**config.mk**
```make
export PLATFORM = sky130hd
export DESIGN_NAME = modbus_request_frame_builder
export DESIGN_NICKNAME = d
export VERILOG_FILES = /design/src/hw/rtl/mrfb_pkg.sv /design/src/hw/rtl/mrfb_front.sv /design/src/hw/rtl/mrfb_fifo.sv /design/src/hw/rtl/mrfb_back.sv /design/src/hw/rtl/modbus_request_frame_builder.sv
export SDC_FILE = /design/constraint.sdc
export NUM_CORES = 1
export LEC_CHECK = 0
export ABC_AREA = 0
export BUFFER_PORTS_ARGS = -buffer_cell sky130_fd_sc_hd__buf_2
export CAP_MARGIN = 15
export CORE_UTILIZATION = 63
export CTS_BUF_LIST = sky130_fd_sc_hd__clkbuf_4 sky130_fd_sc_hd__clkbuf_8 sky130_fd_sc_hd__clkbuf_16
export DETAILED_ROUTE_END_ITERATION = 6
export PLACE_DENSITY = 0.93
export SLEW_MARGIN = 20
export SYNTH_ARGS = -nofsm -noshare
export SYNTH_HDL_FRONTEND = slang
export SYNTH_SLANG_ARGS = --single-unit
```
**constraint.sdc**
```tcl
create_clock -name clk_i -period 7.65 [get_ports clk_i]
set_input_delay 0.765 -clock clk_i [delete_from_list [all_inputs] [get_ports clk_i]]
set_output_delay 0.765 -clock clk_i [all_outputs]
set_load 0.02 [all_outputs]
```
**src/hw/rtl/mrfb_pkg.sv**
```systemverilog
// ----------------------------------------------------------------------------
// mrfb_pkg
// Shared types, constants and the crc step for the request frame builder.
// ----------------------------------------------------------------------------
`default_nettype none

package mrfb_pkg;

  localparam int unsigned FifoDepth = 2;
  localparam int unsigned FifoPtrW  = (FifoDepth > 1) ? $clog2(FifoDepth) : 1;
  localparam int unsigned FifoCntW  = $clog2(FifoDepth + 1);

  localparam logic [15:0] CrcInit = 16'hFFFF;
  localparam logic [15:0] CrcPoly = 16'hA001;

  localparam logic [7:0] FuncRead  = 8'h03;
  localparam logic [7:0] FuncWrite = 8'h06;
  localparam logic [7:0] RegAddrHi = 8'h07;
  localparam logic [7:0] RegAddrLo = 8'hD0;
  localparam logic [7:0] ZeroByte  = 8'h00;
  localparam logic [7:0] CountLo   = 8'h02;

  localparam logic OpRead  = 1'b0;
  localparam logic OpWrite = 1'b1;

  // byte positions within a frame
  localparam logic [2:0] PosAddr  = 3'd0;
  localparam logic [2:0] PosFunc  = 3'd1;
  localparam logic [2:0] PosB2    = 3'd2;
  localparam logic [2:0] PosB3    = 3'd3;
  localparam logic [2:0] PosB4    = 3'd4;
  localparam logic [2:0] PosB5    = 3'd5;
  localparam logic [2:0] PosCrcLo = 3'd6;
  localparam logic [2:0] PosCrcHi = 3'd7;

  typedef struct packed {
    logic       wr;   // address change request
    logic [7:0] dev;  // target device address
    logic [7:0] arg;  // last body byte
  } cmd_t;

  function automatic logic [15:0] crc_byte(input logic [15:0] crc, input logic [7:0] b);
    logic [15:0] c;
    c = crc ^ {8'h00, b};
    for (int k = 0; k < 8; k++) begin
      if (c[0]) begin
        c = (c >> 1) ^ CrcPoly;
      end else begin
        c = c >> 1;
      end
    end
    return c;
  endfunction

endpackage

`default_nettype wire

```
**src/hw/rtl/mrfb_front.sv**
```systemverilog
// ----------------------------------------------------------------------------
// mrfb_front
// Input stage: takes commands and classifies them into queue entries.
// ----------------------------------------------------------------------------
`default_nettype none

module mrfb_front (
  input  wire logic          clk_i,
  input  wire logic          rst_ni,
  input  wire logic          s_axis_tvalid,
  output logic               s_axis_tready,
  input  wire logic [15:0]   s_axis_tdata,  // device_id [7:0], new_id [15:8]
  input  wire logic          s_axis_tuser,  // operation
  output logic               cmd_valid_o,
  output mrfb_pkg::cmd_t     cmd_o,
  input  wire logic          cmd_ready_i
);

  logic           valid_q, valid_d;
  mrfb_pkg::cmd_t cmd_q;
  logic           take;

  assign s_axis_tready = !valid_q || cmd_ready_i;
  assign take          = s_axis_tvalid && s_axis_tready;

  always_comb begin
    valid_d = valid_q;
    if (take) begin
      valid_d = 1'b1;
    end else if (cmd_ready_i) begin
      valid_d = 1'b0;
    end
  end

  always_ff @(posedge clk_i or negedge rst_ni) begin
    if (!rst_ni) begin
      valid_q <= 1'b0;
    end else begin
      valid_q <= valid_d;
    end
  end

  // read requests carry the fixed count byte in the last body slot
  always_ff @(posedge clk_i) begin
    if (take) begin
      cmd_q.wr  <= (s_axis_tuser == mrfb_pkg::OpWrite);
      cmd_q.dev <= s_axis_tdata[7:0];
      cmd_q.arg <= (s_axis_tuser == mrfb_pkg::OpWrite) ? s_axis_tdata[15:8]
                                                       : mrfb_pkg::CountLo;
    end
  end

  assign cmd_valid_o = valid_q;
  assign cmd_o       = cmd_q;

endmodule

`default_nettype wire

```
**src/hw/rtl/mrfb_fifo.sv**
```systemverilog
// ----------------------------------------------------------------------------
// mrfb_fifo
// Short command queue between the front and back stages.
// ----------------------------------------------------------------------------
`default_nettype none

module mrfb_fifo (
  input  wire logic            clk_i,
  input  wire logic            rst_ni,
  input  wire logic            push_valid_i,
  input  wire mrfb_pkg::cmd_t  push_cmd_i,
  output logic                 push_ready_o,
  output logic                 pop_valid_o,
  output mrfb_pkg::cmd_t       pop_cmd_o,
  input  wire logic            pop_ready_i
);

  mrfb_pkg::cmd_t                     mem_q [mrfb_pkg::FifoDepth];
  logic [mrfb_pkg::FifoPtrW-1:0]      wr_ptr_q, wr_ptr_d;
  logic [mrfb_pkg::FifoPtrW-1:0]      rd_ptr_q, rd_ptr_d;
  logic [mrfb_pkg::FifoCntW-1:0]      cnt_q, cnt_d;
  logic                               push, pop;

  assign push_ready_o = (cnt_q != mrfb_pkg::FifoCntW'(mrfb_pkg::FifoDepth));
  assign pop_valid_o  = (cnt_q != '0);
  assign pop_cmd_o    = mem_q[rd_ptr_q];
  assign push         = push_valid_i && push_ready_o;
  assign pop          = pop_ready_i && pop_valid_o;

  function automatic logic [mrfb_pkg::FifoPtrW-1:0] ptr_inc(
    input logic [mrfb_pkg::FifoPtrW-1:0] p);
    if (p == mrfb_pkg::FifoPtrW'(mrfb_pkg::FifoDepth - 1)) begin
      return '0;
    end
    return p + 1'b1;
  endfunction

  always_comb begin
    wr_ptr_d = push ? ptr_inc(wr_ptr_q) : wr_ptr_q;
    rd_ptr_d = pop  ? ptr_inc(rd_ptr_q) : rd_ptr_q;
    cnt_d    = cnt_q;
    if (push && !pop) begin
      cnt_d = cnt_q + 1'b1;
    end else if (pop && !push) begin
      cnt_d = cnt_q - 1'b1;
    end
  end

  always_ff @(posedge clk_i or negedge rst_ni) begin
    if (!rst_ni) begin
      wr_ptr_q <= '0;
      rd_ptr_q <= '0;
      cnt_q    <= '0;
    end else begin
      wr_ptr_q <= wr_ptr_d;
      rd_ptr_q <= rd_ptr_d;
      cnt_q    <= cnt_d;
    end
  end

  always_ff @(posedge clk_i) begin
    if (push) begin
      mem_q[wr_ptr_q] <= push_cmd_i;
    end
  end

endmodule

`default_nettype wire

```
**src/hw/rtl/mrfb_back.sv**
```systemverilog
// ----------------------------------------------------------------------------
// mrfb_back
// Serializer: emits the eight frame bytes and folds the crc in per byte.
// ----------------------------------------------------------------------------
`default_nettype none

module mrfb_back (
  input  wire logic            clk_i,
  input  wire logic            rst_ni,
  input  wire logic            cmd_valid_i,
  input  wire mrfb_pkg::cmd_t  cmd_i,
  output logic                 cmd_ready_o,
  output logic                 m_axis_tvalid,
  input  wire logic            m_axis_tready,
  output logic [7:0]           m_axis_tdata,
  output logic                 m_axis_tlast
);

  logic           busy_q, busy_d;
  logic [2:0]     pos_q, pos_d;
  logic           ovalid_q, ovalid_d;
  logic [7:0]     odata_q;
  logic           olast_q;
  logic [15:0]    crc_q, crc_d;
  mrfb_pkg::cmd_t cmd_q;
  logic           adv, emit, load;
  logic [7:0]     byte_sel;

  assign adv  = !ovalid_q || m_axis_tready;
  assign emit = adv && busy_q;
  // next command is taken while the crc high byte goes out
  assign load = adv && cmd_valid_i && (!busy_q || pos_q == mrfb_pkg::PosCrcHi);
  assign cmd_ready_o = load;

  always_comb begin
    case (pos_q)
      mrfb_pkg::PosAddr:  byte_sel = cmd_q.dev;
      mrfb_pkg::PosFunc:  byte_sel = cmd_q.wr ? mrfb_pkg::FuncWrite : mrfb_pkg::FuncRead;
      mrfb_pkg::PosB2:    byte_sel = cmd_q.wr ? mrfb_pkg::RegAddrHi : mrfb_pkg::ZeroByte;
      mrfb_pkg::PosB3:    byte_sel = cmd_q.wr ? mrfb_pkg::RegAddrLo : mrfb_pkg::ZeroByte;
      mrfb_pkg::PosB4:    byte_sel = mrfb_pkg::ZeroByte;
      mrfb_pkg::PosB5:    byte_sel = cmd_q.arg;
      mrfb_pkg::PosCrcLo: byte_sel = crc_q[7:0];
      mrfb_pkg::PosCrcHi: byte_sel = crc_q[15:8];
      default:            byte_sel = mrfb_pkg::ZeroByte;
    endcase
  end

  always_comb begin
    busy_d   = busy_q;
    pos_d    = pos_q;
    ovalid_d = ovalid_q;
    crc_d    = crc_q;
    if (adv) begin
      ovalid_d = busy_q;
    end
    if (emit) begin
      pos_d = pos_q + 1'b1;
      if (pos_q == mrfb_pkg::PosCrcHi) begin
        busy_d = 1'b0;
      end
      if (pos_q < mrfb_pkg::PosCrcLo) begin
        crc_d = mrfb_pkg::crc_byte(crc_q, byte_sel);
      end
    end
    if (load) begin
      busy_d = 1'b1;
      pos_d  = mrfb_pkg::PosAddr;
      crc_d  = mrfb_pkg::CrcInit;
    end
  end

  always_ff @(posedge clk_i or negedge rst_ni) begin
    if (!rst_ni) begin
      busy_q   <= 1'b0;
      pos_q    <= mrfb_pkg::PosAddr;
      ovalid_q <= 1'b0;
    end else begin
      busy_q   <= busy_d;
      pos_q    <= pos_d;
      ovalid_q <= ovalid_d;
    end
  end

  always_ff @(posedge clk_i) begin
    crc_q <= crc_d;
    if (load) begin
      cmd_q <= cmd_i;
    end
    if (emit) begin
      odata_q <= byte_sel;
      olast_q <= (pos_q == mrfb_pkg::PosCrcHi);
    end
  end

  assign m_axis_tvalid = ovalid_q;
  assign m_axis_tdata  = odata_q;
  assign m_axis_tlast  = olast_q;

endmodule

`default_nettype wire

```
**src/hw/rtl/modbus_request_frame_builder.sv**
```systemverilog
// ----------------------------------------------------------------------------
// modbus_request_frame_builder
// Turns request commands into 8-byte rtu request frames, one byte per word.
// ----------------------------------------------------------------------------
// usage
// - s_axis carries one command per word: tuser is the operation (0 = read the
//   two measurement registers, 1 = change the device address), tdata holds
//   device_id in [7:0] and new_id in [15:8]
// - m_axis carries the frame in wire order, one byte per word: address, five
//   body bytes, crc low byte, crc high byte; tlast marks the crc high byte
// - the byte serializer gives one output byte per cycle while tready is high;
//   the next command is picked up while the crc high byte is loaded, so
//   frames follow each other with no gap
// - a taken command reaches m_axis through the input register, the queue,
//   the serializer load and the output register
// - the front register and a 2-entry queue hold up to three commands while
//   a frame is going out, so commands keep being taken
// - when the receiver drops tready the output word holds and the serializer
//   stops; the front keeps filling until the queue is full
// - reset clears all valid flags and the byte position; nothing is in flight
// ----------------------------------------------------------------------------
`default_nettype none

module modbus_request_frame_builder (
  input  wire logic        clk_i,
  input  wire logic        rst_ni,
  input  wire logic        s_axis_tvalid,
  output logic             s_axis_tready,
  input  wire logic [15:0] s_axis_tdata,   // device_id [7:0], new_id [15:8]
  input  wire logic        s_axis_tuser,   // operation
  output logic             m_axis_tvalid,
  input  wire logic        m_axis_tready,
  output logic [7:0]       m_axis_tdata,   // tx_byte [7:0]
  output logic             m_axis_tlast    // last_byte
);

  // front to queue
  logic           f_valid, f_ready;
  mrfb_pkg::cmd_t f_cmd;
  // queue to serializer
  logic           q_valid, q_ready;
  mrfb_pkg::cmd_t q_cmd;

  // takes and classifies commands
  mrfb_front u_front (
    .clk_i        (clk_i),
    .rst_ni       (rst_ni),
    .s_axis_tvalid(s_axis_tvalid),
    .s_axis_tready(s_axis_tready),
    .s_axis_tdata (s_axis_tdata),
    .s_axis_tuser (s_axis_tuser),
    .cmd_valid_o  (f_valid),
    .cmd_o        (f_cmd),
    .cmd_ready_i  (f_ready)
  );

  // decouples the two sides
  mrfb_fifo u_fifo (
    .clk_i       (clk_i),
    .rst_ni      (rst_ni),
    .push_valid_i(f_valid),
    .push_cmd_i  (f_cmd),
    .push_ready_o(f_ready),
    .pop_valid_o (q_valid),
    .pop_cmd_o   (q_cmd),
    .pop_ready_i (q_ready)
  );

  // builds the frame bytes and the crc on the fly
  mrfb_back u_back (
    .clk_i        (clk_i),
    .rst_ni       (rst_ni),
    .cmd_valid_i  (q_valid),
    .cmd_i        (q_cmd),
    .cmd_ready_o  (q_ready),
    .m_axis_tvalid(m_axis_tvalid),
    .m_axis_tready(m_axis_tready),
    .m_axis_tdata (m_axis_tdata),
    .m_axis_tlast (m_axis_tlast)
  );

endmodule

`default_nettype wire

```
-- After elaboration in Yosys (flattened, before gate mapping)
Memory sizes are Yosys's and may differ from the RTL's. A register that Yosys moved wholly into a read port is not among the register bits.
Index checks and enable logic that the tools add are counted.
Widths: inputs -> output; s select.
- bitwise logic cells: 9
- magnitude comparators: 1
- reduce and logical (&&, ||, !) cells: 24
- add/subtract/negate cells: 5
- mux-type cells: 43
- eq/ne operators: 8
- operators by type and width (kind ; count):
    $mux 16 ; 22
    $pmux 8 s8 ; 1
    $not 2->3 ; 8
    $xor 16x8->16 ; 1
    $mux 1 ; 13
    $eq 3x3->1 const B ; 4
    $mux 3 ; 4
    $reduce_bool 2->1 ; 5
    $logic_and 1x1->1 ; 8
    $mux 8 ; 1
    $eq 3x2->1 const B ; 2
    $logic_not 1->1 ; 5
    $mux 2 ; 2
    $reduce_and 2->1 ; 2
    $add 3x1->3 const B ; 1
    $eq 3x1->1 const B ; 1
    $logic_not 3->1 ; 1
    $logic_or 1x1->1 ; 3
    $lt 3x3->1 const B ; 1
    $add 1x1->1 const B ; 2
    $add 2x1->2 const B ; 1
    $ne 2x2->1 const B ; 1
    $sub 2x1->2 const B ; 1
- logic and storage cells: 104
- output and inout bits: 11
- bits in registers: 52
- bits of input ports: 21
- memories kept: 1
- bits in writable memories: 34
- memories (memory ; depth ; bits a word ; read ports ; clocked after Yosys merged registers in ; write ports ; RTL line ; text):
    u_fifo.mem_q ; 2 ; 17 ; 1 ; 1 ; 1 ; mrfb_fifo.sv:18 ; mrfb_pkg::cmd_t mem_q [mrfb_pkg::FifoDepth];

-- Longest topological paths before layout
- depth in word-level cells: 33
- depth in mapped cells: 12

-- Cells and area by module
A second synthesis with hierarchy kept.
- cells, all modules: 303
- area total of the unflattened synthesis: 4354.2 sq um
- by module, submodules not included (module ; times used ; sequential area each (sq um) ; area an instance (sq um) ; cells each):
    mrfb_back ; 1 ; 1226.2 ; 2265.9 ; 203
    mrfb_fifo ; 1 ; 1121.1 ; 1473.9 ; 71
    mrfb_front ; 1 ; 535.5 ; 614.3 ; 29

-- Least setup slack after synthesis
Ideal clock, no wire load.
- path type: reg2reg
- start point: register u_back.pos_q[1]
- end point: register u_fifo.cnt_q[1] in the netlist's numbering
- slack: 4531 ps
- required time: 7571 ps
- stages on the path, launching flop included: 13
- buffers on the path: 3
- data arrival time: 3040 ps
- cells stage by stage: dfrtp_1 ha_1 ha_1 clkbuf_1 o22ai_1 nor2b_1 clkbuf_1 clkinv_1 buf_1 ha_1 xor2_1 nor2_1 xor2_1
- cells in the longest elaborated chain, start to end: 7
- elaborated cells on any way between the ends: 9
- classes of those cells: 1 x eq/ne; 1 x mux; 7 x reduce/logical
- RTL lines (item ; RTL line ; text):
    start: declaration ; mrfb_back.sv:20 ; logic [2:0] pos_q, pos_d;
    start signal: assignment ; mrfb_back.sv:76 ; pos_q <= mrfb_pkg::PosAddr;
    start signal: assignment ; mrfb_back.sv:80 ; pos_q <= pos_d;
    $eq 3x3->1 * ; mrfb_back.sv:32 ; assign load = adv && cmd_valid_i && (!busy_q || pos_q == mrfb_pkg::PosCrcHi);
    $logic_or 1x1->1 * ; mrfb_back.sv:32 ;
    $logic_and 1x1->1 * ; mrfb_back.sv:32 ;
    named net q_ready ; modbus_request_frame_builder.sv:41 ; logic q_valid, q_ready;
    $logic_and 1x1->1 * ; mrfb_fifo.sv:28 ; assign pop = pop_ready_i && pop_valid_o;
    $logic_not 1->1 ; mrfb_fifo.sv:42 ; if (push && !pop) begin
    $logic_and 1x1->1 ; mrfb_fifo.sv:42 ;
    $mux 2 / $reduce_bool 2->1 (equally long branches) ; -- ;
    end signal: assignment ; mrfb_fifo.sv:57 ; cnt_q <= cnt_d;
    end: declaration ; mrfb_fifo.sv:21 ; logic [mrfb_pkg::FifoCntW-1:0] cnt_q, cnt_d;
The timed path passes the listed nets; every way through them passes the cells marked *.
A chain may end at the register's enable or synchronous reset.

-- Final worst setup path
- start point: register u_back.pos_q[1]
- end point: register u_back.crc_q[0]
- cells in the longest elaborated chain, start to end: 26
- elaborated cells on any way between the ends: 43
- classes of those cells: 1 x order compare; 7 x eq/ne; 23 x mux; 8 x bitwise; 4 x reduce/logical
- RTL lines (item ; RTL line ; text):
    $eq 3x3->1 (tied with other cells) ; mrfb_back.sv:32, mrfb_back.sv:36 ;
    $pmux 8 s8 ; mrfb_back.sv:36 ; case (pos_q)
    $xor 16x8->16 ; mrfb_pkg.sv:44 ; c = crc ^ {8'h00, b};
    $mux 16 / $not 2->3 (equally long branches) ; -- ;
    $mux 16, on equally long branches ; mrfb_back.sv:62, mrfb_pkg.sv:46 ;
    $mux 16, on equally long branches ; mrfb_back.sv:57, mrfb_back.sv:62 ;
    $mux 16 (tied with other cells) ; mrfb_pkg.sv:46 ; if (c[0]) begin
    $mux 16, on equally long branches ; mrfb_back.sv:62, mrfb_pkg.sv:46 ;
    [... 10 more ...] ; -- ;
    $mux 16 (tied with other cells) ; mrfb_pkg.sv:46 ;
    $mux 16, on equally long branches ; mrfb_back.sv:62, mrfb_pkg.sv:46 ;
    $mux 16, on equally long branches ; mrfb_back.sv:57, mrfb_back.sv:62 ;
    $not 2->3 (no line) / $mux 16 (equally long branches) ; -- ;
    $mux 16 ; mrfb_pkg.sv:46 ;
    $mux 16 ; mrfb_back.sv:62 ; if (pos_q < mrfb_pkg::PosCrcLo) begin
    $mux 16 ; mrfb_back.sv:57 ; if (emit) begin
    $mux 16 ; mrfb_pkg.sv:46 ;
    end signal: assignment ; mrfb_back.sv:86 ; crc_q <= crc_d;
    end: declaration ; mrfb_back.sv:24 ; logic [15:0] crc_q, crc_d;
Several ways; a longest one is shown, not always the timed one. The select of a mux whose other input is x is not followed.

==> run metrics <==
Root Driver clkbuf_8; CP max-delay cell dfrtp_1; Final Max Slew Viols 0; Max Cap Violations 0; number of flops mapped to enable cells by yosys 77; CP peak stage delay 0.57 ns; Synth warnings 0; vias in the first global route 2469; dpl ws 4.38 ns; global-route met1 utilization 0.276; area grow syn2layout 9.34%; DRT antenna net count 0; Yosys top cell by area edfxtp_1; remaining global-route overflow 0; Port Buffers 31; type of origin of the critical path register; pin count of the biggest net entering global routing 24; Starting Density 0.664; CP max FO 16; fmax 300 MHz; Post-CTS Hold Buffers 0; final setup vio count 0; Std-Cell Rows 29; Hold Crit Class input port to async pin; hold slack 0.244 ns; Post-layout nets 369; crit path DAT 3.58 ns; Tcrit/Tclk final 0.435; CTS buffer count 9; Synth async-reset ratio 0.0971; Filler cells 412; Seq/Total Area, Yosys 0.672; Initial DRT Pass Iterations 6; Buf/Inv on CP 1; Critical Path, Cell by Cell inv_1 -> ha_1 -> or3_4 -> nand3_1 -> mux2_4 -> xor2_2 -> xnor3_1 -> xor2_2 -> nor2_1 -> nand3b_1; syn_nets 337; Worst-Margin Slew 1.03 ns; flop-to-flop setup slack 4.32 ns; GRT busiest layer met2; post-synth top area share 0.539; Slew HR 0.313; GRT met2 Usage 0.364; Post-CTS Setup Inserts 0; via/cell ratio 5.89; I/O Pins 32; Detailed Place HPWL 5.00 mm; Hold Fails Final Rpt 0; layout cells sized above 1 0.231; family with the most delay on the worst path XOR/XNOR gates; utilization after layout 0.726; CTS H-tree lvls 3; CP Capture Type register; Die H 84.5 um; most common library cells after synthesis edfxtp_1, nand2_1, mux2_2, dfxtp_1; Die ar. 7140 um2; RSZ-0062 raised after global routing false; top_reg_cell synth edfxtp_1; syn avg cell area 13.8 um2; failing checks DRC; leading cell type by number of instances after synthesis edfxtp_1; placer congestion estimate 0.919; GR Layer Usage met3 0.0659; Wirelength per Cell 16.9 um; DRC viols 4; number of clock sinks 103; Yosys cell types 50; Netlist Area Pre-Place 4290 um2; skew final 0.00830 ns; Post-CTS Resized 0; CP Class register to register; total global-route track usage 0.221; first-pass GRT wire length 11.7 mm; Skew-Pair Late Insertion Delay 0.37 ns; Final WS setup 4.32 ns; Clock transition at path regs 0.10 ns; Detailed Route WL 7.17 mm; cell count after synthesis 310; Fin Setup TNS 0 ns; First DRT Iteration DRCs 241; outcome complete, but fails checks; Synth Register Bits 103; final worst path period need 3.33 ns; top post-synthesis cells by area edfxtp_1, dfxtp_1, dfrtp_1, mux2_2, nand2_1; CTS tree built; Die X 84.5 um; vias 2497; antenna diode count 0; initial antenna violation count 0; core area 6460 um2; most frequent CP cell xor2_2; Critical Path RT 7.90 ns; Max Root-Sink Buffers 2
routing by layer:
layer	vias to the layer above	wire length, um
li1	1189	-
met1	1210	3090
met2	85	3590
met3	13	399
met4	0	92
met5	-	0
final cells by class:
cell class              count  area [um2]  area share
well taps                  77        96.3      0.0205
flip-flops and latches    103        2880       0.615
clock buffers              10         131      0.0280
inverters                  10        37.5     0.00801
repair buffers             34         178      0.0379
clock inverters             6        62.6      0.0133
multi-input cells         184        1300       0.277
placed cells by master (no fill, tap or decap), drive strengths merged, types with 3 or more instances in the layout:
cell	instances
a21oi	11
a31oi	3
a32oi	5
and2	10
and3	3
buf	34
clkbuf	10
clkinv	3
dfrtp	10
dfxtp	16
edfxtp	77
ha	6
inv	13
mux2	18
nand2	42
nand2b	4
nand3	7
nor2	12
nor4	4
o211ai	10
o21ai	5
xnor2	13
xor2	8
path summary, 6_finish.rpt:
path | startpoint | to | cells after the start
worst max-delay path | u_back.pos_q[1] | u_back.crc_q[0] | 10
max in group asynchronous | rst_ni | u_back.pos_q[0] | 1
min in group clk_i | u_front.cmd_o[10] | u_fifo.mem_q[0][10] | 0
worst min register to register | u_front.cmd_o[10] | u_fifo.mem_q[0][10] | 0
worst max register to register | u_back.pos_q[1] | u_back.crc_q[0] | 10
worst min-delay path | rst_ni | u_back.m_axis_tvalid | 1
registers in the layout (all words and copies together), names as in the netlist, 2 cells and up:
register / count
u_back.pos_q: 3
u_back.cmd_q: 17
u_fifo.cnt_q: 2
u_back.m_axis_tdata: 8
u_fifo.mem_q: 34
u_front.cmd_o: 17
u_back.crc_q: 16
cells by family after synthesis:
kind of cell	Yosys count	synth area share
AOI/OAI and AO/OA	47	0.0820
xor gates and xnor gates	22	0.0534
adders and majority gates	6	0.0175
buffers and inverters	23	0.0245
DFF	103	0.672
muxes	18	0.0481
and+or+nand+nor	91	0.102
stage by stage:
stage               std cells  cell area [um2]
floorplan                 310             4290
global placement          408             4490
detailed placement        408             4490
CTS                       424             4690
global route              424             4690
finish                    424             4690
Power is left out: the tool's default activity adds up to more than one toggle a clock period on the data nets, which glitch-free logic cannot reach.
